## src/rtl/swc_pkg.sv

```systemverilog
`timescale 1ns / 1ps

package swc_pkg;

   localparam int PIXEL_W     = 8;
   localparam int POS_W       = 12;
   localparam int SIZE_W      = 13;
   localparam int COEF_W      = 16;
   localparam int COEF_ROW_W  = 48;
   localparam int CSR_INDEX_W = 3;

   // An unsigned pixel times a signed Q4.12 coefficient, then sums of up to
   // three taps per kernel row and of up to three rows.
   localparam int PROD_W      = PIXEL_W + COEF_W + 1;
   localparam int ROW_SUM_W   = PROD_W + 2;
   localparam int SUM_W       = ROW_SUM_W + 2;

   localparam int MAX_SIZE     = 4096;
   localparam int WIDTH_RESET  = 640;
   localparam int HEIGHT_RESET = 480;

   localparam logic [COEF_ROW_W-1:0] COEF_TOP_RESET    = 48'h0000_0000_0000;
   localparam logic [COEF_ROW_W-1:0] COEF_MIDDLE_RESET = 48'h0000_1000_0000;
   localparam logic [COEF_ROW_W-1:0] COEF_BOTTOM_RESET = 48'h0000_0000_0000;

   localparam logic [PIXEL_W-1:0] PIXEL_MAX = 8'hFF;

   typedef enum logic [CSR_INDEX_W-1:0] {
      CSR_IMAGE_WIDTH  = 3'd0,
      CSR_IMAGE_HEIGHT = 3'd1,
      CSR_COEF_TOP     = 3'd2,
      CSR_COEF_MIDDLE  = 3'd3,
      CSR_COEF_BOTTOM  = 3'd4
   } csr_index_type;

   typedef struct packed {
      logic [POS_W-1:0] out_row;
      logic [POS_W-1:0] out_col;
      logic             frame_done;
   } tag_type;

   typedef struct packed {
      logic [POS_W-1:0] col_count;
      logic             store_ok;
      logic             emit;
      tag_type          tag;
   } pos_type;

   function automatic logic [SIZE_W-1:0] clamp_size(input logic [SIZE_W-1:0] value,
                                                    input logic [SIZE_W-1:0] limit);
      logic [SIZE_W-1:0] result;
      result = value;
      if (value == '0) begin
         result = SIZE_W'(1);
      end else if (value > limit) begin
         result = limit;
      end
      return result;
   endfunction

endpackage

```

## src/rtl/swc_cell.sv

```systemverilog
`timescale 1ns / 1ps

module swc_cell (
   input  logic                                clock,
   input  logic                                reset,
   input  logic                                shift_en,
   input  logic [swc_pkg::PIXEL_W-1:0]         pixel_in,
   input  logic                                mult_en,
   input  logic signed [swc_pkg::COEF_W-1:0]   coef,
   output logic [swc_pkg::PIXEL_W-1:0]         pixel_out,
   output logic signed [swc_pkg::PROD_W-1:0]   product
);

   logic [swc_pkg::PIXEL_W-1:0]       pixel_ff;
   logic signed [swc_pkg::PROD_W-1:0] product_ff, product_in;

   assign product_in = $signed({1'b0, pixel_ff}) * coef;

   always_ff @(posedge clock) begin
      if (reset) begin
         pixel_ff <= '0;
      end else if (shift_en) begin
         pixel_ff <= pixel_in;
      end
   end

   always_ff @(posedge clock) begin
      if (mult_en) begin
         product_ff <= product_in;
      end
   end

   assign pixel_out = pixel_ff;
   assign product   = product_ff;

endmodule

```

## config.mk

```make
export PLATFORM = sky130hd
export DESIGN_NAME = swc_cell
export DESIGN_NICKNAME = d
export VERILOG_FILES = /design/src/rtl/swc_pkg.sv /design/src/rtl/swc_cell.sv
export SDC_FILE = /design/constraint.sdc
export NUM_CORES = 1
export LEC_CHECK = 0
export BUFFER_PORTS_ARGS = -buffer_cell sky130_fd_sc_hd__buf_4
export CAP_MARGIN = 30
export CELL_PAD_IN_SITES_DETAIL_PLACEMENT = 1
export CELL_PAD_IN_SITES_GLOBAL_PLACEMENT = 1
export CORE_MARGIN = 1
export CORE_UTILIZATION = 50
export CTS_CLUSTER_DIAMETER = 80
export DETAILED_ROUTE_END_ITERATION = 10
export GPL_TIMING_DRIVEN = 0
export PLACE_DENSITY_LB_ADDON = 0.1
export SLEW_MARGIN = 20
export SYNTH_ARGS = -nofsm -noshare
export SYNTH_HDL_FRONTEND = slang
export SYNTH_SLANG_ARGS = --single-unit
```

## constraint.sdc

```tcl
create_clock -name clock -period 10.1 [get_ports clock]
set_input_delay 1.01 -clock clock [delete_from_list [all_inputs] [get_ports clock]]
set_output_delay 1.01 -clock clock [all_outputs]
set_load 0.005 [all_outputs]
```

==> out/metrics.cfg <==
[grt]
first_global_vias = 4934
global_route_wire_length_before_repair_um = 23800
grt_util_all_layers_pct = 27.1
grt.overflow.total = 0
initial_antenna_violation_count = 0
grt_max_degree = 26

[power_and_ir_drop]
power_report.internal_total_mw = 0.486
power.sequential.fraction_pct = 25.6
p_leak_nw = 3.44
power-per-cell-area_nw_per_um2 = 125
comb_power_share_pct = 56.4
netSwitchingFraction_pct = 39.8
p_sw_mw = 0.322
share_clk_of_total_power_pct = 17.9
maximum_vdd_drop_v = 0.0000792

[setup_path]
arrival_ps = 5710
path_max_fanout = 10
timing.critical_path.max_delay_family = adder cells
critPathBufInv = 5
worst_setup_path_end_kind = flip-flop
crit_required_ps = 10120
critPathMaxStageDelay_ps = 560
cpMostUsedCell = sky130_fd_sc_hd__fa_1
path_cells = clkbuf_1 -> clkbuf_1 -> nand2_1 -> fa_1 -> inv_1 -> fa_1 -> inv_1 -> fa_1 -> fa_1 -> inv_1 -> ha_1 -> and2_4 -> a221oi_2 -> o21ai_2 -> a2111o_1 -> o221a_2 -> xor2_1
crit_path_top_delay_cell = sky130_fd_sc_hd__fa_1
crit_path_start_kind = flip-flop
kind_of_critical_path = reg2reg

[detailed_routing]
detailed_routing_iterations_pass_1 = 4
detail_route.wirelength_um = 14500
initialDrtViolationCount = 122
drcViolationCount = 0
route.detailed.wl_per_inst_um = 17.9
vias_per_cell = 5.28
dr_total_vias = 4278
drtAntennaViolNets = 0

[timing]
finalCriticalPeriod_ps = 5690
max_clock_freq_mhz = 176
tightestPinTransition_ps = 584
setup_total_negative_slack_ps = 0
timing.final.hold_violations = 0
timing.final.setup_violations = 0
skew_ps = 3.98
finalMaxSlewViolations = 0
min_period_over_period_pct = 56.3
grt_setup_unrepaired = false
max_slew_margin_pct = 61.1

[clock_tree]
clock_sinks = 33
cts_tree = built
post_cts_setup_repair_buffer_count = 0
cts-buffers-inserted = 5
cts_max_level = 2
clock_tree.root_cell = sky130_fd_sc_hd__clkbuf_16
worst_skew_pair.late_latency_ps = 280
clock_path_buffers = 2
cts.reportedPaths.clkPinSlew_ps = 50
hold_fix_buffers_cts = 0
cts_resizes = 0

[synth]
synth_cell_types = 43
synth_largest_area_cell = sky130_fd_sc_hd__fa_1
syn_area_per_cell_um2 = 9.46
ys_warn_count = 0
adder_cell_share_of_the_synthesized_area_pct = 46.7
post_synth_and_or_nand_nor_area_fraction_pct = 16.1
yosys-top-cells-area = sky130_fd_sc_hd__fa_1, sky130_fd_sc_hd__edfxtp_1, sky130_fd_sc_hd__ha_1
largest_family_of_logic_cells_by_synthesized_area = adder cells
netlist_area_um2 = 5720
fraction_of_the_yosys_area_taken_by_sequential_cells_pct = 15.9
synth_compound_gate_area_share_pct = 5.76
ys_seq_elements = 33
synth_mux_area_share_pct = 1.40
syn-instance-count = 604
yosys.area_share.xor_xnor_pct = 3.52
synthesis.nets = 784
synth_top_cell_area_share_pct = 35.7

[layout]
nets = 849
most-common-layout-cells = sky130_fd_sc_hd__inv_1, sky130_fd_sc_hd__fa_1, sky130_fd_sc_hd__and2_1
antennaDiodeCount = 0
synthToLayoutAreaGrowth_pct = 13.1
final.fill_count = 1283
drive_above_1_share_pct = 10.9
layout_commonest_cell = sky130_fd_sc_hd__inv_1
finish.utilization_pct = 58.9

[place]
detailed_place_hpwl_um = 12200
gpl.final_weighted_congestion = 0.821
place.port_buffers = 58

[run_status]
outcome = finished clean

[floorplan]
fp-row-count = 38
initial_core_util_pct = 52.1
design.portCount = 61
vertical_extent_of_the_die_um = 109
core_region_area_um2 = 11000
die_area_um2 = 11900
die_w_um = 109

[hold_path]
holdCritPathClass = reg2reg

[job]
max_cap_viol_count = 0

## sequential cells by signal (all words and copies together), names as in the netlist
signal	flops
product	25
pixel_out	8
## tightest hold or removal path, stage by stage (launching register included)
cell                      delay [ps]
sky130_fd_sc_hd__dfxtp_1         400
sky130_fd_sc_hd__mux2i_1         170
sky130_fd_sc_hd__nor2_1           50
## layer usage
| layer | global-route usage (%) | up-vias | wire (um) |
|---|---|---|---|
| met5 | 0 | - | 0 |
| met4 | 7.53 | 0 | 401 |
| met3 | 2.57 | 27 | 310 |
| met2 | 55.3 | 71 | 8380 |
| met1 | 28.9 | 2224 | 5410 |
| li1 | - | 1956 | - |
## power groups by stage
stage	Sequential (mW)	Clock [mW]	Combinational (mW)
after floorplan	0.210	0	0.291
after global placement	0.208	0	0.437
after detailed placement	0.210	0	0.460
after CTS	0.208	0.146	0.465
after global routing	0.210	0.151	0.516
final	0.207	0.145	0.456
## final cells by class
| cell class | instances | area, um^2 | share of cell area [%] |
|---|---|---|---|
| Buffer | 12 | 45.0 | 0.697 |
| Clock buffer | 6 | 129 | 1.99 |
| Clock inverter | 2 | 10.0 | 0.155 |
| Inverter | 150 | 563 | 8.71 |
| Multi-Input combinational cell | 409 | 4200 | 64.9 |
| Sequential cell | 33 | 911 | 14.1 |
| Tap cell | 140 | 175 | 2.71 |
| Timing Repair Buffer | 58 | 435 | 6.73 |
## cell usage after synthesis
cell type	n
sky130_fd_sc_hd__a21o_2	1
sky130_fd_sc_hd__a21boi_0	1
sky130_fd_sc_hd__fa_1	102
sky130_fd_sc_hd__o21ai_2	1
sky130_fd_sc_hd__clkbuf_1	11
sky130_fd_sc_hd__xnor2_1	15
sky130_fd_sc_hd__nand2_1	61
sky130_fd_sc_hd__a41oi_1	1
sky130_fd_sc_hd__o21ai_1	1
sky130_fd_sc_hd__ha_1	50
sky130_fd_sc_hd__a2111oi_0	2
sky130_fd_sc_hd__a31oi_1	1
sky130_fd_sc_hd__nor3_1	4
sky130_fd_sc_hd__a211oi_2	1
sky130_fd_sc_hd__and2_1	78
sky130_fd_sc_hd__buf_1	1
sky130_fd_sc_hd__nor2_1	20
sky130_fd_sc_hd__nand3_1	3
sky130_fd_sc_hd__mux2i_1	8
sky130_fd_sc_hd__and2b_1	1
sky130_fd_sc_hd__edfxtp_1	25
sky130_fd_sc_hd__o21bai_1	1
sky130_fd_sc_hd__o221a_2	1
sky130_fd_sc_hd__xor2_1	8
sky130_fd_sc_hd__and3_1	4
sky130_fd_sc_hd__nand2b_1	1
sky130_fd_sc_hd__a21oi_1	14
sky130_fd_sc_hd__nand4b_1	1
sky130_fd_sc_hd__a2111o_1	1
sky130_fd_sc_hd__o41ai_2	1
sky130_fd_sc_hd__a211oi_1	3
sky130_fd_sc_hd__or2_2	1
sky130_fd_sc_hd__o21ai_0	8
sky130_fd_sc_hd__a221oi_2	1
sky130_fd_sc_hd__dfxtp_1	8
sky130_fd_sc_hd__and2_4	1
sky130_fd_sc_hd__o211ai_1	1
sky130_fd_sc_hd__o21a_1	1
sky130_fd_sc_hd__a21o_1	6
sky130_fd_sc_hd__or3_1	2
sky130_fd_sc_hd__nor2b_1	1
sky130_fd_sc_hd__inv_1	150
sky130_fd_sc_hd__nand4bb_1	1
## stage by stage
stage                     cells  power (mW)  setup WS [ps]  hold WS [ps]  area (um^2)
after global placement      802       0.645           4490           662         6330
after detailed placement    802       0.671           4370           658         6330
final                       810       0.808           4410           673         6470
after CTS                   810       0.819           4360           673         6470
after global routing        810       0.877           4160           729         6470
after floorplan             604       0.501           5050           561         5720
## worst paths after layout
kind	from	end	slack, ps	depth (start not counted)
min	pixel_out[7]$_SDFFE_PP0P_	pixel_out[7]$_SDFFE_PP0P_	670	2
max reg2reg	pixel_out[1]$_SDFFE_PP0P_	product[17]$_DFFE_PP_	4410	17
min reg2reg	pixel_out[7]$_SDFFE_PP0P_	pixel_out[7]$_SDFFE_PP0P_	670	2
max	pixel_out[1]$_SDFFE_PP0P_	product[17]$_DFFE_PP_	4410	17
## kinds of logic (layout without fill, tap and decap cells)
kind of cell	after synthesis	in the layout
XOR/XNOR	23	23
multiplexers	8	8
buffers and inverters	162	228
adder cells (fa/ha/maj)	152	152
AND/OR/NAND/NOR	179	179
flip-flops	33	33
AO/OA/AOI/OAI	47	47
Note: power is estimated with default switching activity, not from simulation.
