===== config.mk =====
export PLATFORM = sky130hd
export DESIGN_NAME = swc_ram
export DESIGN_NICKNAME = d
export VERILOG_FILES = /design/src/rtl/swc_ram.sv
export SDC_FILE = /design/constraint.sdc
export NUM_CORES = 1
export LEC_CHECK = 0
export BUFFER_PORTS_ARGS = -buffer_cell sky130_fd_sc_hd__buf_2
export CORE_ASPECT_RATIO = 2
export CORE_UTILIZATION = 44
export CTS_BUF_LIST = sky130_fd_sc_hd__clkbuf_4 sky130_fd_sc_hd__clkbuf_8
export DETAILED_ROUTE_END_ITERATION = 10
export PLACE_DENSITY = 0.67
export SLEW_MARGIN = 5
export SYNTH_ARGS = -nofsm -noshare
export SYNTH_HDL_FRONTEND = slang
export SYNTH_SLANG_ARGS = --single-unit
export TNS_END_PERCENT = 50

===== constraint.sdc =====
create_clock -name clock -period 3.6 [get_ports clock]
set_clock_uncertainty 0.2 [all_clocks]
set_input_delay 1.08 -clock clock [delete_from_list [all_inputs] [get_ports clock]]
set_output_delay 1.08 -clock clock [all_outputs]
set_load 0.005 [all_outputs]

===== src/rtl/swc_ram.sv =====
`timescale 1ns / 1ps

module swc_ram #(
   parameter int WIDTH = 8,
   parameter int DEPTH = 16
) (
   input  logic                     clock,
   input  logic                     write_en,
   input  logic [$clog2(DEPTH)-1:0] write_addr,
   input  logic [WIDTH-1:0]         write_data,
   input  logic                     read_en,
   input  logic [$clog2(DEPTH)-1:0] read_addr,
   output logic [WIDTH-1:0]         read_data
);

   logic [WIDTH-1:0] mem_ff [DEPTH];
   logic [WIDTH-1:0] read_data_ff;

   // Read-first: a read at the address being written returns the old word.
   always_ff @(posedge clock) begin
      if (write_en) begin
         mem_ff[write_addr] <= write_data;
      end
      if (read_en) begin
         read_data_ff <= mem_ff[read_addr];
      end
   end

   assign read_data = read_data_ff;

endmodule


==> results of run 1 <==
state kept, by name, summed over array words and instances (netlist names):
register and count:
mem_ff 128, read_data 8
worst reg2reg max path, stage by stage (launching register included):
cell and delay [ps]:
edfxtp_1 370, mux4_1 540, a22oi_1 250, nand2_1 70
layout by cell type (no fill, tap or decap):
cell type	count
edfxtp_1	136
buf_2	26
nand2_1	9
nor2_1	13
and2b_1	1
nand3_1	1
clkinv_2	1
mux4_1	14
clkbuf_4	3
clkinv_1	2
and2_1	1
a22oi_1	16
nor2b_1	1
nand2b_1	2
buf_12	1
buf_4	14
nand3b_1	2
clkbuf_8	25
mux4_2	18
or3b_2	1
nor3_1	4
worst max-delay path by stage:
stage	start	to	slack [ps]	depth (start not counted)
after CTS	read_addr[0]	read_data[6]$_DFFE_PP_	1030	5
final	read_addr[0]	read_data[6]$_DFFE_PP_	1050	5
after detailed placement	read_addr[0]	read_data[6]$_DFFE_PP_	570	5
after global placement	read_addr[0]	read_data[4]$_DFFE_PP_	580	5
after global routing	read_addr[0]	read_data[6]$_DFFE_PP_	950	5
after floorplan	write_addr[2]	mem_ff[0][0]$_DFFE_PP_	830	2
report_power, final:
group | leakage (uW) | switching, uW | internal [uW] | total, uW
sequential | 0.00124 | 8.44 | 1780 | 1790
clock | 0.000201 | 531 | 655 | 1190
combinational | 0.000557 | 89.8 | 66.8 | 157
final cells by class:
cell class	instances	share of cell area (%)
sequential	136	68.6
multi-input combinational	83	17.7
clock buffer	28	6.15
timing repair buffer	41	4.28
tap	145	3.05
clock inverter	3	0.210
routing by layer:
metal	routed length, um	global-route usage [%]	vias up
li1	-	-	1082
met2	5620	31.0	81
met3	429	3.74	19
met1	3630	19.9	1254
met4	289	10.6	0
met5	0	0	-
through the flow:
step	area [sq um]	worst slack (ps)	utilization [%]	power (uW)
detailed placement	5580	574	48.0	1990
floorplan	5230	827	-	1910
finish	5960	1050	51.2	3130
global placement	5580	583	48.0	1980
global route	5960	948	51.2	3240
CTS	5960	1030	51.2	3170
cells by family after synthesis:
| family | after synthesis |
|---|---|
| simple gates | 35 |
| mux | 32 |
| flops | 136 |
| buf+inv | 10 |
| compound gates | 16 |
==> impl_metrics.tcl, run 1 <==
set metrics [dict create \
    status "completed" \
    totalNegativeSetupSlack_ps 0 \
    most_frequent_cell_after_synthesis "edfxtp_1" \
    muxShareOfSynthArea_pct 14.8 \
    cell_count_after_synthesis 229 \
    ys_dominant_reg_cell "edfxtp_1" \
    number_of_antenna_violations_at_the_first_check_in_global_routing 0 \
    synth_sequential_area_ratio_pct 78.1 \
    cts_tree "done" \
    number_of_optimization_iterations_in_the_first_detailed_route_pass 4 \
    netlist.area_leader.share_pct 78.1 \
    area_used_by_multi_input_combinational_logic_sq_um 1060 \
    antenna-diode-count 0 \
    synth_edf_count 136 \
    die_height_um 156 \
    async_reset_ff_share_pct 0 \
    yosys.area_share.simple_pct 3.14 \
    wire_per_inst_um 22.9 \
    syn_avg_cell_area_sq_um 22.8 \
    routed_via_density 5.59 \
    drt_iter0_markers 123 \
    core_area_sq_um 11600 \
    globalRouteTotalUtil_pct 17.9 \
    timing.final.hold_violations 0 \
    power-per-cell-area_nw_per_um2 526 \
    globalplace.congestion 0.780 \
    regArea_sq_um 4080 \
    netlist_top_cells_count "edfxtp_1 (136), mux4_2 (18), a22oi_1 (16), mux4_1 (14), nor2_1 (13)" \
    vias 2436 \
    synthTopCellsByArea "edfxtp_1 (78%), mux4_2 (7.8%), mux4_1 (7.0%)" \
    synthesis.yosys.warnings 0 \
    clockRootBuffer "clkbuf_8" \
    numClockSinks 136 \
    layoutNonFillerInstCount 436 \
    critical_path.top_delay_family "buffers and inverters" \
    overflow 0 \
    cap_viol_max_count 0 \
    dieArea_sq_um 12300 \
    worst_ep_arrival_time_ps 2550 \
    hold_ws_ps 547 \
    pin_count_of_the_biggest_net_entering_global_routing 33 \
    ctsHoldBuffers 0 \
    post_route_cells_drive_above_1_share_pct 30.6 \
    dp.final_hpwl_um 6640 \
    reg2regPathDepth 3 \
    postCtsSetupBuffers 0 \
    crit_end_element "flop" \
    achievable-frequency_mhz 393 \
    yosys.area_share.xor_xnor_pct 0 \
    worst_hold_path_type "reg -> reg" \
    insertion_delay_ps 470 \
    initial_utilization_pct 44.9 \
    finish.net_count 306 \
    rsz0062_at_grt "false" \
    syn2layout_area_growth_pct 14.0 \
    worstPathBufferInverterCount 2 \
    grt_pass1_vias 2701 \
    top_level_ports 27 \
    ys_ff_latch 136 \
    largest_family_of_logic_cells_by_synthesized_area "multiplexers" \
    tightest_slew_ps 829 \
    post_cts.resized_instances 0 \
    cp_cell_sequence "buf_2, buf_12, mux4_2, a22oi_1, nand2_1" \
    peakVddDrop_v 0.000245 \
    critical-path-max-stage-delay_ps 540 \
    post-place-cells 405 \
    clk_pin_slew_ps 60 \
    timing.final.max_slew_violations 0 \
    antenna_left 0 \
    worstHoldEndpoint "read_data[1]$_DFFE_PP_" \
    critPathKind "in -> reg" \
    synth_area_in_compound_gates_pct 2.30 \
    holdCritStartpoint "mem_ff[12][1]$_DFFE_PP_" \
    fp.dieW_um 79.1 \
    placement_rows 56 \
    summed_instance_area_of_the_synthesized_netlist_sq_um 5230 \
    synth.lib_cells_used.distinct 18 \
    reg_to_reg_setup_timing_slack_ps 1920 \
    power.static_leakage_uw 0.00199 \
    maxSlewHeadroom_pct 44.3 \
    critical_path.slowest_cell "mux4_2" \
    nFillCells 945 \
    final_period_minus_worst_setup_slack_ps 2550 \
    synth_nets 248 \
    worstPathMaxFanout 23 \
    critical_path.reg2reg.startpoint "mem_ff[9][5]$_DFFE_PP_" \
    detail_route.drc_violations 0 \
    setup_failing_eps_final 0 \
    crit_path_start_kind "primary input" \
    synth_fa_ha_area_share_pct 0 \
    port_buffers 26 \
    cts_buffers 25 \
    clock_path_buffers 3 \
    worstHoldPathCells 3 \
    clock_tree.htree_level_count 4 \
    routed_wl_um 9970 \
    worst_ep_required_time_ps 3600 \
    rr_endpoint "read_data[5]$_DFFE_PP_" \
    grt_first_pass_wirelength_um 15400 \
    final.period_utilization_pct 70.7 \
    post-synth-top-area-cell "edfxtp_1" \
]
No activity file was read; power rests on OpenSTA's default activity.
==> run 2, diff against run 1 <==
Settings changed: PLACE_DENSITY 0.67 to 0.69.
Clock period 3.6 ns to 2.2 ns, I/O delays scaled along.
==> impl_metrics.tcl, run 2 (synthesis gave the netlist of run 1 again) <==
set metrics [dict create \
    grt_first_pass_wirelength_um 15400 \
    power.static_leakage_uw 0.00208 \
    crit_end_element "flop" \
    crit_start "read_addr[0]" \
    drt_iter0_markers 159 \
    final_period_minus_worst_setup_slack_ps 1980 \
    power-per-cell-area_nw_per_um2 839 \
    initial_utilization_pct 44.9 \
    critPathKind "in -> reg" \
    ctsHoldBuffers 0 \
    finish.net_count 312 \
    routed_wl_um 10000 \
    clock_tree.htree_level_count 4 \
    globalplace.congestion 0.749 \
    core_area_sq_um 11600 \
    worst_ep_required_time_ps 2160 \
    tightest_slew_ps 414 \
    timing.final.max_slew_violations 0 \
    placement_rows 56 \
    timing.final.hold_violations 0 \
    rsz0062_at_grt "false" \
    setup_failing_eps_final 0 \
    syn2layout_area_growth_pct 16.8 \
    top_level_ports 27 \
    status "completed" \
    globalRouteTotalUtil_pct 18.2 \
    peakVddDrop_v 0.000485 \
    critical-path-max-stage-delay_ps 560 \
    clock_path_buffers 2 \
    reg_to_reg_setup_timing_slack_ps 510 \
    numClockSinks 136 \
    overflow 0 \
    pin_count_of_the_biggest_net_entering_global_routing 22 \
    clk_pin_slew_ps 70 \
    largest_reg_flops 128 \
    number_of_antenna_violations_at_the_first_check_in_global_routing 0 \
    cts_tree "done" \
    antenna-diode-count 0 \
    number_of_optimization_iterations_in_the_first_detailed_route_pass 4 \
    post_route_cells_drive_above_1_share_pct 35.0 \
    cap_viol_max_count 0 \
    worst_hold_path_type "in -> reg" \
    vias 2508 \
    antenna_left 0 \
    postCtsSetupBuffers 0 \
    post_cts.resized_instances 0 \
    worst_ep_arrival_time_ps 1950 \
    die_height_um 156 \
    worstPathMaxFanout 11 \
    routed_via_density 5.56 \
    cts_buffers 17 \
    critical_path.slowest_cell "mux4_1" \
    grt_pass1_vias 2710 \
    achievable-frequency_mhz 504 \
    crit_path_start_kind "primary input" \
    cp_cell_sequence "buf_2, buf_12, mux4_1, a22oi_1, nand2_1" \
    critical_path.reg2reg.startpoint "mem_ff[1][2]$_DFFE_PP_" \
    top_register "mem_ff" \
    dieArea_sq_um 12300 \
    fin_util_pct 52.5 \
    final.period_utilization_pct 90.1 \
    hold_ws_ps 398 \
    dp.final_hpwl_um 7090 \
    total_power_uw 5120 \
    most_common_library_cell_in_the_layout_ignoring_fill_and_taps "edfxtp_1" \
    clockRootBuffer "clkbuf_8" \
    wire_per_inst_um 22.3 \
    port_buffers 26 \
    maxSlewHeadroom_pct 72.4 \
    detail_route.drc_violations 0 \
    holdCritStartpoint "read_en" \
    layout_common_cells "edfxtp_1 (136), buf_2 (26), buf_4 (25)" \
    insertion_delay_ps 420 \
    fp.dieW_um 79.1 \
]
## run 2: changes by cell type in the layout (fill, tap and decap cells not counted), moves of 3 or more
cell      before  now
buf_12         1    4
clkinv_4       0    3
buf_4         14   25
clkbuf_8      25   17
clkinv_2       1    6
## run 2: path summary, 6_finish.rpt
check,end,depth (start not counted)
worst max-delay path,read_data[2]$_DFFE_PP_,5
worst max register to register,read_data[2]$_DFFE_PP_,3
worst min-delay path,read_data[7]$_DFFE_PP_,1
worst min register to register,read_data[4]$_DFFE_PP_,3
## run 2: per-stage QoR
step	instances	setup TNS (ps)	instance area [sq um]	setup slack, ps
floorplan	229	0	5230	57.6
global placement	419	-1050	5730	-187
detailed placement	419	-1360	5730	-236
CTS	451	0	6110	218
global route	451	0	6110	191
finish	451	0	6110	217
## run 2: critical path: cells and delay by family
kind / cells / cell delay (ps)
AO/OA/AOI/OAI: 1 / 250
buffers and inverters: 2 / 370
multiplexers: 1 / 560
AND/OR/NAND/NOR: 1 / 100
## run 2: power breakdown
group          leakage, uW  internal (uW)  switching [uW]
combinational     0.000644            128             150
clock             0.000196           1020             888
sequential         0.00124           2920            15.2
total              0.00208           4070            1050
## run 2: per-layer routing
layer / wire length [um] / share of wire (%) / GRT usage, % / vias to the layer above
met2: 6000 / 60 / 33.5 / 83
met3: 386 / 3.8 / 4.21 / 7
li1: - / - / - / 1108
met5: 0 / 0 / 0 / -
met4: 106 / 1.1 / 8.74 / 0
met1: 3550 / 35 / 19.0 / 1310
## run 2: layout make-up
class / count / area (sq um)
flip-flops and latches: 136 / 4080
clock buffers: 19 / 249
well taps: 145 / 181
repair buffers: 55 / 398
multi-input cells: 83 / 1060
clock inverters: 13 / 131
fillers: 938 / 5530
