<file path="src/rtl/swc_pkg.sv">
`timescale 1ns / 1ps

package swc_pkg;

   localparam int PIXEL_W     = 8;
   localparam int POS_W       = 12;
   localparam int SIZE_W      = 13;
   localparam int COEF_W      = 16;
   localparam int COEF_ROW_W  = 48;
   localparam int CSR_INDEX_W = 3;

   // An unsigned pixel times a signed Q4.12 coefficient, then sums of up to
   // three taps per kernel row and of up to three rows.
   localparam int PROD_W      = PIXEL_W + COEF_W + 1;
   localparam int ROW_SUM_W   = PROD_W + 2;
   localparam int SUM_W       = ROW_SUM_W + 2;

   localparam int MAX_SIZE     = 4096;
   localparam int WIDTH_RESET  = 640;
   localparam int HEIGHT_RESET = 480;

   localparam logic [COEF_ROW_W-1:0] COEF_TOP_RESET    = 48'h0000_0000_0000;
   localparam logic [COEF_ROW_W-1:0] COEF_MIDDLE_RESET = 48'h0000_1000_0000;
   localparam logic [COEF_ROW_W-1:0] COEF_BOTTOM_RESET = 48'h0000_0000_0000;

   localparam logic [PIXEL_W-1:0] PIXEL_MAX = 8'hFF;

   typedef enum logic [CSR_INDEX_W-1:0] {
      CSR_IMAGE_WIDTH  = 3'd0,
      CSR_IMAGE_HEIGHT = 3'd1,
      CSR_COEF_TOP     = 3'd2,
      CSR_COEF_MIDDLE  = 3'd3,
      CSR_COEF_BOTTOM  = 3'd4
   } csr_index_type;

   typedef struct packed {
      logic [POS_W-1:0] out_row;
      logic [POS_W-1:0] out_col;
      logic             frame_done;
   } tag_type;

   typedef struct packed {
      logic [POS_W-1:0] col_count;
      logic             store_ok;
      logic             emit;
      tag_type          tag;
   } pos_type;

   function automatic logic [SIZE_W-1:0] clamp_size(input logic [SIZE_W-1:0] value,
                                                    input logic [SIZE_W-1:0] limit);
      logic [SIZE_W-1:0] result;
      result = value;
      if (value == '0) begin
         result = SIZE_W'(1);
      end else if (value > limit) begin
         result = limit;
      end
      return result;
   endfunction

endpackage

</file>
<file path="src/rtl/swc_position.sv">
`timescale 1ns / 1ps

module swc_position #(
   parameter int KERNEL_ROWS = 3,
   parameter int KERNEL_COLS = 3,
   parameter int MAX_WIDTH   = 4096
) (
   input  logic                        clock,
   input  logic                        reset,
   input  logic                        advance,
   input  logic                        frame_start,
   input  logic [swc_pkg::SIZE_W-1:0]  image_width,
   input  logic [swc_pkg::SIZE_W-1:0]  image_height,
   output swc_pkg::pos_type            pos
);

   localparam int PAD_Y = KERNEL_ROWS / 2;
   localparam int PAD_X = KERNEL_COLS / 2;
   localparam int CNT_W = swc_pkg::SIZE_W + 1;

   logic [swc_pkg::POS_W-1:0] row_ff, row_in;
   logic [swc_pkg::POS_W-1:0] col_ff, col_in;
   logic [swc_pkg::POS_W-1:0] row_cur, col_cur;
   logic [CNT_W-1:0]          row_next, col_next;
   logic [CNT_W-1:0]          pos_y, pos_x, far_y, far_x;
   logic [CNT_W-1:0]          width_ext, height_ext;

   always_comb begin
      row_cur    = frame_start ? '0 : row_ff;
      col_cur    = frame_start ? '0 : col_ff;
      row_next   = CNT_W'(row_cur) + CNT_W'(1);
      col_next   = CNT_W'(col_cur) + CNT_W'(1);
      width_ext  = CNT_W'(image_width);
      height_ext = CNT_W'(image_height);

      // Center of the window that the newest pixel completes.
      pos_y = row_next - CNT_W'(KERNEL_ROWS - PAD_Y);
      pos_x = col_next - CNT_W'(KERNEL_COLS - PAD_X);
      far_y = pos_y + CNT_W'(PAD_Y);
      far_x = pos_x + CNT_W'(PAD_X);

      pos.col_count      = col_cur;
      pos.store_ok       = (32'(col_cur) < MAX_WIDTH);
      pos.emit           = (row_next >= CNT_W'(KERNEL_ROWS)) &&
                           (col_next >= CNT_W'(KERNEL_COLS)) &&
                           (far_y < height_ext) && (far_x < width_ext);
      pos.tag.out_row    = pos_y[swc_pkg::POS_W-1:0];
      pos.tag.out_col    = pos_x[swc_pkg::POS_W-1:0];
      pos.tag.frame_done = (far_y + CNT_W'(1) == height_ext) &&
                           (far_x + CNT_W'(1) == width_ext);

      if (col_next >= width_ext) begin
         col_in = '0;
         row_in = (row_next >= height_ext) ? '0 : row_next[swc_pkg::POS_W-1:0];
      end else begin
         col_in = col_next[swc_pkg::POS_W-1:0];
         row_in = row_cur;
      end
   end

   always_ff @(posedge clock) begin
      if (reset) begin
         row_ff <= '0;
         col_ff <= '0;
      end else if (advance) begin
         row_ff <= row_in;
         col_ff <= col_in;
      end
   end

endmodule

</file>
<file path="config.mk">
export PLATFORM = sky130hd
export DESIGN_NAME = swc_position
export DESIGN_NICKNAME = d
export VERILOG_FILES = /design/src/rtl/swc_pkg.sv /design/src/rtl/swc_position.sv
export SDC_FILE = /design/constraint.sdc
export NUM_CORES = 1
export LEC_CHECK = 0
export BUFFER_PORTS_ARGS = -buffer_cell sky130_fd_sc_hd__buf_2
export CELL_PAD_IN_SITES_DETAIL_PLACEMENT = 0
export CELL_PAD_IN_SITES_GLOBAL_PLACEMENT = 2
export CORE_MARGIN = 10
export CORE_UTILIZATION = 30
export CTS_CLUSTER_SIZE = 25
export DETAILED_ROUTE_END_ITERATION = 6
export PLACE_DENSITY = 0.79
export SLEW_MARGIN = 20
export SYNTH_ARGS = -nofsm -noshare
export SYNTH_HDL_FRONTEND = slang
export SYNTH_SLANG_ARGS = --single-unit
</file>
<file path="constraint.sdc">
create_clock -name clock -period 5.3 [get_ports clock]
set_input_delay 0.265 -clock clock [delete_from_list [all_inputs] [get_ports clock]]
set_output_delay 0.265 -clock clock [all_outputs]
set_load 0.005 [all_outputs]
</file>
==> out/qor.txt, run 1 <==
status: completed
largest family of logic cells by synthesized area: simple AND/OR/NAND/NOR gates
fin cells: 987
H-tree levels: 1
Crit. Startpoint: col_ff[1]
final WL: 18,000 um
clk_skew: 0.00571 ns
critical-path cell list: nand2_1 -> inv_2 -> ha_2 -> xor2_2 -> inv_2 -> ha_1 -> or3b_2 -> a311o_1 -> a21oi_2 -> xnor2_2 -> xnor3_1 -> or4_1 -> nor4b_2 -> o2111a_1 -> o2111ai_1 -> nand4b_4 -> a2111oi_4 -> buf_2
GRT overflow: 0
core area: 16,700 sq um
fin crit period: 5.02 ns
Routed Antenna Nets: 0
Mapped Area: 5150 sq um
final hold slack: 0.389 ns
synth unique cells: 85
xor-xnor portion of the synthesized cell area: 13.1%
total CTS buffers: 3
Longest Clk Path Bufs: 2
register area: 489 sq um
CTS Root Cell: clkbuf_16
layout cells sized above 1: 21.1%
Clock Latency Late Sink: 0.26 ns
area share of and/or/nand/nor cells after synthesis: 27.6%
chip height: 151 um
final setup TNS: 0 ns
Reg-to-Reg Start: col_ff[1]
met3 wire len: 892 um
cells after synthesis: 686
area fraction in compound gates after synthesis: 23.3%
most frequent cells in the layout: inv_1 (70), buf_2 (67), ha_1 (62)
Worst Path Buf+Inv: 3
Post-Place Cells: 977
CTS tree: yes
die area: 22,800 sq um
Hold Fails Final Rpt: 0
Initial Util: 30.9%
CTS clk-pin slew, worst paths: 0.07 ns
Yosys reg bits: 24
Tot GR Track Use: 15.3%
Port Buf Inserts: 67
Max Cap Viol: 0
Max Clk Rate: 199 MHz
post-synthesis mux area share: 2.26%
Crit Path Class: reg2out
Yosys warning total: 0
Die W: 151 um
Worst EP arrival: 4.76 ns
CP max stage delay: 0.54 ns
Rel. slew slack: 31.7%
Rows: 47
element type at the critical path end: primary output
Worst IR Drop VDD: 158 uV
period utilization: 94.8%
fill cell count: 1,788
most common cell after layout, fill and taps aside: inv_1
slowest CP cell: or4_1
Avg Vias per Cell: 5.44
max-slew violation count: 0
area occupied by multi-input gates: 4350 sq um
Highest Signal Layer: met4
HP Start: reset
syn avg cell area: 7.51 sq um
vias in the first global route: 5,257
Pre-antenna DRT Iters: 5
I/O pins: 69
Antenna Cells: 0
FFs w/ async S/R, synth: 0%
Mapped Nets: 781
met2 wire length: 8020 um
post-route design area: 6140 sq um
worst slew pin tran: 1.02 ns
CP top delay family: simple AND/OR/NAND/NOR gates
Crit path required time: 5.04 ns
routed vias: 5,372
startpoint types: flop
Pleak: 0.00273 uW
wire per inst: 18.2 um
clk sinks: 24
sequential area share after synthesis: 9.32%
Placed Area: 5900 sq um
fin util: 36.8%
drt drc: 0
commonest register cell after synthesis: dfxtp_1
crit-path max FO: 9
adder-cell share of the synthesized area: 15.8%
Setup Viol. Count Final: 0
count of flip-flops with a built-in enable after synthesis: 0
routed metal-1 wire length: 8820 um
initial antenna violation count: 0
Initial DRC Count: 482
pin count of the biggest net entering global routing: 26
Hold Crit Class: in2reg
GPL Wtd Cong: 0.885
Final nets: 863
first-pass GRT wire length: 28,200 um
area delta synth->final: 19.2%
post-DP HPWL: 15,100 um
critical path's most frequent cell: inv_2
PwrDens: 131 nW/um^2
flip-flops by register name, indices dropped and copies added, names as in the netlist:
signal	flops
row_ff	12
col_ff	12
timing repair:
action,CTS,global route
setup endpoints to repair,2,2
setup buffers,0,6
endpoints found under the hold margin,0,0
pin swaps,1,8
hold buffers,0,0
resized for setup,3,23
per-layer routing:
layer  global-route usage [%]  up-vias
met5                        0        -
met3                     1.73       19
met1                     21.6     2534
li1                         -     2665
met2                     24.4      154
met4                     3.08        0
Yosys cell counts (all sizes together) (3+ instances only):
cell     count  area share (%)
inv         75             5.5
ha          65              16
nand3       42             4.2
xnor2       42             7.6
nand2       37             2.7
a21oi       36             3.6
nor2        33             2.4
dfxtp       24             9.3
o21ai       21             2.0
nor2b       19             2.3
buf         18             2.1
nand4       16             2.1
xor2        16             2.9
clkbuf      15             1.1
nor3        15             1.5
o21a        15             2.2
and3        13             1.6
nand2b      13             1.6
o22ai       10             1.2
a211oi       9             1.4
and2         9             1.1
and4         9             1.5
nor4         9             1.1
a21o         8             1.2
o211ai       8             1.2
or4          8             1.2
mux2i        7             1.6
a21boi       6            0.87
or3          6            0.73
xnor3        6             2.6
a2111oi      5             1.2
nand4b       5             1.1
or2          5            0.61
a311o        4            0.78
a311oi       4            0.68
o32ai        4            0.68
a41oi        3            0.51
mux2         3            0.66
o2111a       3            0.66
o2111ai      3            0.51
o31ai        3            0.44
worst paths after layout:
| path | to | slack [ns] | cells after the start |
|---|---|---|---|
| setup / recovery | pos[0] | 0.28 | 18 |
| hold / removal | col_ff[2] | 0.39 | 2 |
| setup reg to reg | row_ff[6] | 0.61 | 19 |
| hold reg to reg | col_ff[10] | 0.46 | 2 |
layout make-up:
cell class,instances,share of cell area (%)
clock buffers,4,1.45
inverters,75,4.58
multi-input cells,554,70.8
flip-flops and latches,24,7.96
well taps,220,4.48
repair buffers,110,10.7
cells by family after synthesis:
group | Yosys count
xor+xnor | 64
flops | 24
other cells | 1
mux | 10
fa+ha+maj | 65
compound gates | 164
simple gates | 250
buf+inv | 108
where the power goes:
part	total [uW]	leakage [uW]	internal, uW	switching (uW)
Clock	186	0.0000442	116	70.1
Sequential	185	0.000196	182	3.12
Combinational	435	0.00249	190	245
worst reg2reg max path, stage by stage, from the launching register on:
cell	delay, ns
dfxtp_4	0.39
nand2_1	0.11
inv_2	0.09
ha_2	0.20
buf_4	0.16
and4_1	0.36
a21oi_1	0.13
nor2_1	0.41
inv_1	0.27
ha_1	0.36
a21o_1	0.16
a21oi_1	0.14
nor2b_1	0.06
o31a_1	0.23
o21a_1	0.16
o21ai_0	0.14
a21boi_0	0.13
o221ai_1	0.40
or3_1	0.48
o32ai_1	0.14
per-stage QoR:
step                total power [uW]  worst slack, ns
floorplan                        484           0.0275
global placement                 606            0.257
detailed placement               611            0.180
CTS                              802         0.000605
global route                     861         -0.00937
finish                           805            0.277
Note: power is estimated with default switching activity, not from simulation.
==> run 2: changes to the inputs <==
--- a/config.mk
+++ b/config.mk
@@ -6,13 +6,12 @@
 export NUM_CORES = 1
 export LEC_CHECK = 0
 export BUFFER_PORTS_ARGS = -buffer_cell sky130_fd_sc_hd__buf_2
-export CELL_PAD_IN_SITES_DETAIL_PLACEMENT = 0
-export CELL_PAD_IN_SITES_GLOBAL_PLACEMENT = 2
 export CORE_MARGIN = 10
-export CORE_UTILIZATION = 30
+export CORE_UTILIZATION = 55
 export CTS_CLUSTER_SIZE = 25
 export DETAILED_ROUTE_END_ITERATION = 6
-export PLACE_DENSITY = 0.79
+export PLACE_DENSITY = 0.83
+export SKIP_LAST_GASP = 1
 export SLEW_MARGIN = 20
 export SYNTH_ARGS = -nofsm -noshare
 export SYNTH_HDL_FRONTEND = slang
==> run 2 against run 1 <==
- sequential power hardly changed
- final area down 4.0%
- first-iteration DRC count grew 44%
- largest power group unchanged
- critical endpoint unchanged
- core utilization grew 27 points
- worst setup slack got worse by 0.076 ns
- combinational power hardly changed
==> out/qor.txt, run 2 (synthesis results as in run 1) <==
status: completed
Antenna Cells: 0 (unchanged)
Sw Ratio: 42.4% (+2.8 points)
Pwr Total: 727 uW (-9.7%)
met3 wire len: 1410 um (+58%)
total CTS buffers: 3 (unchanged)
Die W: 117 um (-23%)
biggest regs: col_ff (12), row_ff (12)
Pre-antenna DRT Iters: 5 (unchanged)
crit-path max FO: 9 (unchanged)
final WL: 16,900 um (-6.2%)
Reg power frac: 25.5% (+2.6 points)
final setup TNS: 0 ns (unchanged)
H-tree levels: 1 (unchanged)
Crit path required time: 5.04 ns (about the same)
CP top delay family: compound AO/OA/AOI/OAI gates
fin crit period: 5.10 ns (+0.0762 ns)
Clock Power Share: 15.0% (-8.1 points)
I/O pins: 69 (unchanged)
worst slew pin tran: 0.911 ns (-0.113 ns)
slowest CP cell: or4_1
clk_skew: 0.00999 ns (+0.00428 ns)
Placed Area: 5660 sq um (-4.1%)
Clock Latency Late Sink: 0.27 ns (about the same)
routed metal-1 wire length: 7290 um (-17%)
max-slew violation count: 0 (unchanged)
CTS clk-pin slew, worst paths: 0.09 ns (+0.02 ns)
most common cell after layout, fill and taps aside: inv_1
Routed Antenna Nets: 0 (unchanged)
Pleak: 0.00265 uW (-3.2%)
Initial Util: 56.0% (+25 points)
vias in the first global route: 5,014 (-4.6%)
Crit Path Class: reg2out
Rows: 35 (-26%)
Rel. slew slack: 38.7% (+6.9 points)
layout cells sized above 1: 20.8% (-0.32 points)
Avg Vias per Cell: 6.38 (+17%)
CTS tree: yes
startpoint types: flop
Logic pwr share: 59.5% (+5.5 points)
die area: 13,600 sq um (-40%)
CP max stage delay: 0.54 ns (about the same)
Pint: 419 uW (-14%)
critical-path cell list: nand2_1 -> inv_2 -> ha_2 -> xor2_2 -> inv_1 -> ha_1 -> buf_4 -> a21boi_0 -> a311o_1 -> a21oi_2 -> xnor2_2 -> xnor3_1 -> or4_1 -> nor4b_2 -> o2111a_1 -> o2111ai_1 -> nand4b_4 -> a2111oi_4 -> buf_2
Initial DRC Count: 692 (+44%)
Hold Crit Class: in2reg
chip height: 117 um (-23%)
clk sinks: 24 (unchanged)
met2 wire length: 7840 um (-2.3%)
Hold Fails Final Rpt: 0 (unchanged)
fill cell count: 837 (-53%)
Tot GR Track Use: 23.4% (+8.2 points)
post-route design area: 5900 sq um (-4.0%)
Max Cap Viol: 0 (unchanged)
Final nets: 847 (-1.9%)
fin util: 64.1% (+27 points)
# hold bufs at CTS: 0 (unchanged)
Setup Viol. Count Final: 0 (unchanged)
first-pass GRT wire length: 26,100 um (-7.6%)
period utilization: 96.2% (+1.4 points)
CTS Root Cell: clkbuf_8
Worst EP arrival: 4.83 ns (+0.07 ns)
Worst Path Buf+Inv: 4 (+1)
pin count of the biggest net entering global routing: 26 (unchanged)
Sw Pwr: 308 uW (-3.2%)
Worst IR Drop VDD: 206 uV (+30%)
core area: 9200 sq um (-45%)
Port Buf Inserts: 67 (unchanged)
register area: 488 sq um (-0.26%)
drt drc: 0 (unchanged)
initial antenna violation count: 0 (unchanged)
element type at the critical path end: primary output
routed vias: 5,496 (+2.3%)
PwrDens: 123 nW/um^2 (-5.9%)
GRT overflow: 0 (unchanged)
wire per inst: 19.6 um (+7.6%)
area delta synth->final: 14.4%
Longest Clk Path Bufs: 2 (unchanged)
Max Clk Rate: 196 MHz (-1.5%)
most frequent cells in the layout: inv_1 (72), buf_2 (67), ha_1 (61)
Highest Signal Layer: met4
fin cells: 861 (-13%)
Post-Place Cells: 854 (-13%)
area occupied by multi-input gates: 4410 sq um (+1.4%)
GPL Wtd Cong: 0.985 (+11%)
post-DP HPWL: 13,800 um (-8.7%)
## run 2: cell count changes in the layout (fill, tap and decap cells not counted), sizes merged
cell    before  now
clkbuf       4    3
buf        110   94
## run 2: cell type report
type | instances | share of cell area, %
flip-flops and latches | 24 | 8.27
inverters | 75 | 4.77
multi-input cells | 554 | 74.8
clock buffers | 3 | 0.700
well taps | 111 | 2.35
repair buffers | 94 | 9.12
## run 2: power by group through the flow
stage | sequential [uW] | combinational [uW] | clock [uW]
final | 186 | 433 | 109
after global routing | 186 | 471 | 119
after CTS | 186 | 407 | 111
after detailed placement | 190 | 404 | 0
after global placement | 189 | 392 | 0
after floorplan | 187 | 296 | 0
## run 2: worst paths after layout
path | end | startpoint | depth (start not counted) | slack [ns]
worst min-delay path | col_ff[2] | reset | 2 | 0.36
worst max register to register | row_ff[7] | col_ff[1] | 19 | 0.85
worst min register to register | col_ff[10] | col_ff[10] | 2 | 0.47
worst max-delay path | pos[0] | col_ff[1] | 19 | 0.20
## run 2: per-stage QoR
step           hold WS (ns)  setup WS (ns)
5_1_grt               0.377        -0.0159
4_1_cts               0.368        0.00706
3_3_place_gp          0.452         0.0988
3_5_place_dp          0.463          0.113
2_1_floorplan         0.436         0.0275
6_report              0.362          0.201
## run 2: timing repair
item	4_1_cts	5_1_grt
gates cloned	0	0
buffers inserted	2	2
resized for setup	3	34
pin swaps	0	4
setup endpoints to repair	2	2
## run 2: per-layer routing
metal,global-route usage [%],vias up
met4,6.10,0
met1,32.3,2579
met3,2.80,34
li1,-,2632
met5,0,-
met2,37.6,251
